[config.mk]
export PLATFORM = sky130hd
export DESIGN_NAME = cht_mod
export DESIGN_NICKNAME = d
export VERILOG_FILES = /design/src/rtl/cht_mod.sv
export SDC_FILE = /design/constraint.sdc
export NUM_CORES = 1
export LEC_CHECK = 0
export ABC_AREA = 1
export ABC_CLOCK_PERIOD_IN_PS = 1900
export BUFFER_PORTS_ARGS = -buffer_cell sky130_fd_sc_hd__buf_2
export CORE_ASPECT_RATIO = 1.5
export CORE_MARGIN = 1
export CORE_UTILIZATION = 25
export CTS_BUF_LIST = sky130_fd_sc_hd__clkbuf_8
export DETAILED_ROUTE_END_ITERATION = 10
export HOLD_SLACK_MARGIN = 0.05
export RECOVER_POWER = 25
export SYNTH_ARGS = -nofsm -noshare
export SYNTH_HDL_FRONTEND = slang
export SYNTH_SLANG_ARGS = --single-unit
[constraint.sdc]
create_clock -name clk -period 1.9 [get_ports clk]
set_input_delay 0.38 -clock clk [delete_from_list [all_inputs] [get_ports clk]]
set_output_delay 0.38 -clock clk [all_outputs]
set_load 0.02 [all_outputs]
[src/rtl/cht_mod.sv]
// ----------------------------------------------------------------------------
// cht_mod
// iterative remainder of a 32-bit sum by the bucket count, one bit a cycle
// ----------------------------------------------------------------------------
module cht_mod #(
  parameter int DW = 9
) (
  input  logic          clk,
  input  logic          rst_n,
  input  logic          start,
  input  logic [31:0]   dividend,
  input  logic [DW-1:0] divisor,
  output logic          done,
  output logic [DW-1:0] rem
);
  logic [31:0]   quo_r;
  logic [DW:0]   rem_r;
  logic [DW-1:0] div_r;
  logic [5:0]    cnt_r;
  logic          busy_r;
  logic          done_r;
  logic [DW+1:0] trial;
  logic [DW:0]   shifted;

  assign shifted = {rem_r[DW-1:0], quo_r[31]};
  assign trial   = {1'b0, shifted} - {2'b00, div_r};

  always_ff @(posedge clk) begin
    if (!rst_n) begin
      busy_r <= 1'b0;
      done_r <= 1'b0;
      cnt_r  <= '0;
    end else begin
      done_r <= 1'b0;
      if (start) begin
        busy_r <= 1'b1;
        cnt_r  <= '0;
      end else if (busy_r) begin
        cnt_r <= cnt_r + 6'd1;
        if (cnt_r == 6'd31) begin
          busy_r <= 1'b0;
          done_r <= 1'b1;
        end
      end
    end
  end

  always_ff @(posedge clk) begin
    if (start) begin
      quo_r <= dividend;
      rem_r <= '0;
      div_r <= divisor;
    end else if (busy_r) begin
      quo_r <= {quo_r[30:0], 1'b0};
      if (!trial[DW+1]) rem_r <= trial[DW:0];
      else              rem_r <= shifted;
    end
  end

  assign done = done_r;
  assign rem  = rem_r[DW-1:0];
endmodule

Word level (Yosys, flattened, before mapping)
Cells that the tools add are included.
- bits of input ports: 44
- register bits after elaboration: 58
- output and inout bits: 10
- word-level logic and storage cells: 21
- reductions and logical operators: 3
- bitwise gates (word level): 2
- equality and inequality tests: 1
- multiplexer cells: 7
- $add $sub $neg: 2
- operator list (operator ; count):
    32-bit 2-to-1 mux ; 2
    10-bit by 9-bit subtractor with 11-bit output ; 1
    9-bit 2-to-1 mux ; 1
    6-bit by 1-bit adder with 6-bit output (second input constant) ; 1
    6-bit by 5-bit == test with 1-bit output (second input constant) ; 1
    1-bit 2-to-1 mux ; 4
    3-bit OR reduction ; 1
    1-bit inverter ; 2
    2-bit nonzero test ; 1
    2-bit OR reduction ; 1

Depth between registers and ports, before layout
- depth in word-level cells: 4
- depth in mapped cells: 12
- gate-level depth less buffers: 12

Worst setup path before layout
No wires, ideal clock.
- path kind: input to register
- start: input port start
- end: register quo_r[0] (enable)
- arrival: 1.344 ns
- data required time: 1.511 ns
- setup time: 0.389 ns
- setup slack: 0.167 ns
- stages on the path: 3
- buffers on the path: 1
- cell sequence: buf_2 > nor2_1 > inv_1
- longest elaborated chain between the ends: 1
- ends and longest elaborated chain (element ; RTL line ; text):
    start: declaration ; 10 ; input logic start,
    2-bit nonzero test (no source line) ; n/a ;
    end signal: assignment ; 50 ; quo_r <= dividend;
    end signal: assignment ; 54 ; quo_r <= {quo_r[30:0], 1'b0};
    end: declaration ; 16 ; logic [31:0] quo_r;
No other way between the ends.
A chain may end at the register's enable or synchronous reset.

Worst setup path in the final report
- start: register quo_r[31]
- end: register rem_r[8]
- longest elaborated chain between the ends: 2
- ends and longest elaborated chain (element ; RTL line ; text):
    10-bit by 9-bit subtractor with 11-bit output ; 26 ; assign trial = {1'b0, shifted} - {2'b00, div_r};
    9-bit 2-to-1 mux ; 55 ; if (!trial[DW+1]) rem_r <= trial[DW:0];
    end signal: assignment ; 55 ;
    end signal: assignment ; 56 ; else rem_r <= shifted;
    end: declaration ; 17 ; logic [DW:0] rem_r;
No other way between the ends.

==> metrics.yaml <==
cells_and_area:
  final_cell_mix: "148 x nand2_1, 53 x buf_2, 47 x inv_1"
  area_delta_synth_final_pct: 24.4
  n_fill_cell: 1216
  drive_gt1_frac: 0.215
  fin_cells: 561
  final_common_cell: "nand2_1"
  nNetsFinal: 464
  n_antenna_cell: 0
clocking:
  cts_root_buffer: "clkbuf_8"
  ctsLongestPathBuffers: 2
  clk_pin_slew_ns: 0.07
  htreeDepth: 3
  clkLatencyLatePin_ns: 0.34
  cts_inserted_buffers: 9
  clkSinkCount: 58
  cts_tree: "done"
synthesis:
  yosysSeqAreaShare: 0.540
  synth_area_sq_um: 2910
  yosys_warnings: 0
  synth_nets: 400
  synth_top_area_cell: "edfxtp_1"
  synth_top_area_frac: 0.423
  synth.distinct_cells: 27
  syn_inst: 345
  ys_seq_elements: 58
  synth_area_leaders: "edfxtp_1 42%, nand2_1 19%, dfxtp_1 12%"
  syn_area_per_cell_sq_um: 8.44
min_path:
  hold_path_class: "in2reg"
timing:
  fmax_mhz: 557
  max-slew-margin-rel: 0.560
  setup_tns_ns: 0
  rsz0062_at_grt: "true"
  finClkSkew_ns: 0.00775
  finalHoldViolCount: 0
  period_share: 0.945
  finalSetupViolCount: 0
  maxSlewViolCount: 0
  worst_slew_pin_slew_ns: 0.659
  period_minus_slack_ns: 1.80
routing:
  initialDrtViolationCount: 85
  drc_errors: 0
  via_per_inst: 4.31
  dr.pass1.iters: 5
  detail-route-antenna-nets: 0
  wl_per_cell_um: 11.6
  vias: 2416
  finalWirelength_um: 6520
placement:
  place.port_buffers: 53
  gp_congestion: 0.863
  dp_hpwl_um: 4610
  dp.cells: 543
critical_path:
  cp_max_fo: 3
  path_class: "reg2reg"
  arrival_ns: 2.03
  endpoint_kind: "register"
  cp-start-kind: "register"
  required_ns: 2.13
global_route:
  grt_pass1_wl_um: 10900
  antenna_found_initial: 0
  track_usage: 0.116
  first_global_vias: 2423
  grt_max_degree: 37
  grt_overflow: 0
floorplan:
  coreArea_sq_um: 11200
  row_count: 47
  io_pins: 54
  die-area_sq_um: 12100
  die_w_um: 90.1
  start_util: 0.261
  die_h_um: 134
power_and_ir_drop:
  vdd_drop_max_uv: 354
  power_per_cell_area_nw_per_um2: 828
  leakage_nw: 1.81
job:
  maxCapViolCount: 0
run_status:
  outcome: "finished, final reports clean"
-- power breakdown --
group	switching, mW	internal (mW)
Sequential	0.0328	1.47
Combinational	0.220	0.139
Clock	0.538	0.602
Total	0.791	2.21
-- path summary, 6_finish.rpt --
path                            cells past startpoint        to       start  slack [ns]
worst max-delay path                               12  rem_r[8]   quo_r[31]        0.10
worst max register to register                     12  rem_r[8]   quo_r[31]        0.10
worst min-delay path                                1  div_r[1]  divisor[1]        0.21
worst min register to register                      2  cnt_r[3]    cnt_r[3]        0.48
-- per-layer routing --
layer  part of all wire  track usage
met1               0.41        0.124
met2               0.50        0.203
met4              0.037       0.0717
met5                  0            0
met3              0.052       0.0312
-- logic make-up (layout without fill, tap and decap cells) --
family / after synthesis / count (layout) / share of synthesized area
simple gates: 202 / 203 / 0.295
flops: 58 / 58 / 0.540
buf+inv: 55 / 123 / 0.0713
compound gates: 15 / 15 / 0.0318
fa+ha+maj: 11 / 11 / 0.0498
xor+xnor: 4 / 4 / 0.0120
-- final cells by class --
type,instances,area (sq um),share of cell area
clock inverter,7,70.1,0.0194
tap,147,184,0.0508
clock buffer,9,124,0.0342
timing repair buffer,59,329,0.0909
sequential,58,1570,0.434
multi-input combinational,233,1160,0.321
inverter,48,180,0.0498
-- critical path: stages, from the launching register on --
cell and delay [ns]:
edfxtp_1 0.40, inv_2 0.08, ha_1 0.15, inv_2 0.06, fa_2 0.41, nand2_2 0.08
nand2_2 0.08, nand3_1 0.13, nand2_1 0.07, nand2_1 0.06, nand3_1 0.07, nand3_1 0.07
nand2_1 0.05
-- sequential cells by signal (all words and copies together) (netlist names) --
register and flops:
cnt_r 6, rem_r 9, div_r 9, quo_r 32, busy_r 1, done 1
-- per-stage QoR --
stage	area, sq um	hold WS [ns]	util	worst slack, ns	power [mW]
floorplan	2910	0.451	-	0.167	1.75
global placement	3380	0.459	0.303	0.116	1.87
detailed placement	3380	0.470	0.303	0.0460	1.88
CTS	3580	0.200	0.320	0.0312	3.02
global route	3620	0.192	0.324	-0.00414	3.15
finish	3620	0.213	0.324	0.105	3.00
-- Yosys cell counts --
master	n
nand4_1	9
a21o_1	1
inv_1	48
buf_1	1
nand3_1	20
fa_1	1
o211ai_1	1
xnor2_1	1
nand2_1	151
or2_4	1
dfxtp_1	17
o21ai_0	5
a31oi_1	1
nor2_2	2
clkbuf_1	5
nor2_1	9
a21oi_4	1
nand3b_1	1
o21ai_1	1
nor3_1	4
a21oi_1	5
ha_1	10
edfxtp_1	41
nand2_2	3
nand3_4	2
xor2_1	3
buf_2	1
-- what timing repair did --
| action | 4_1_cts | 5_1_grt |
|---|---|---|
| resized for setup | 0 | 8 |
| endpoints found under the setup margin | 0 | 9 |
| hold buffers | 0 | 0 |
| setup buffers | 0 | 1 |
No activity file was read; power rests on OpenSTA's default activity.
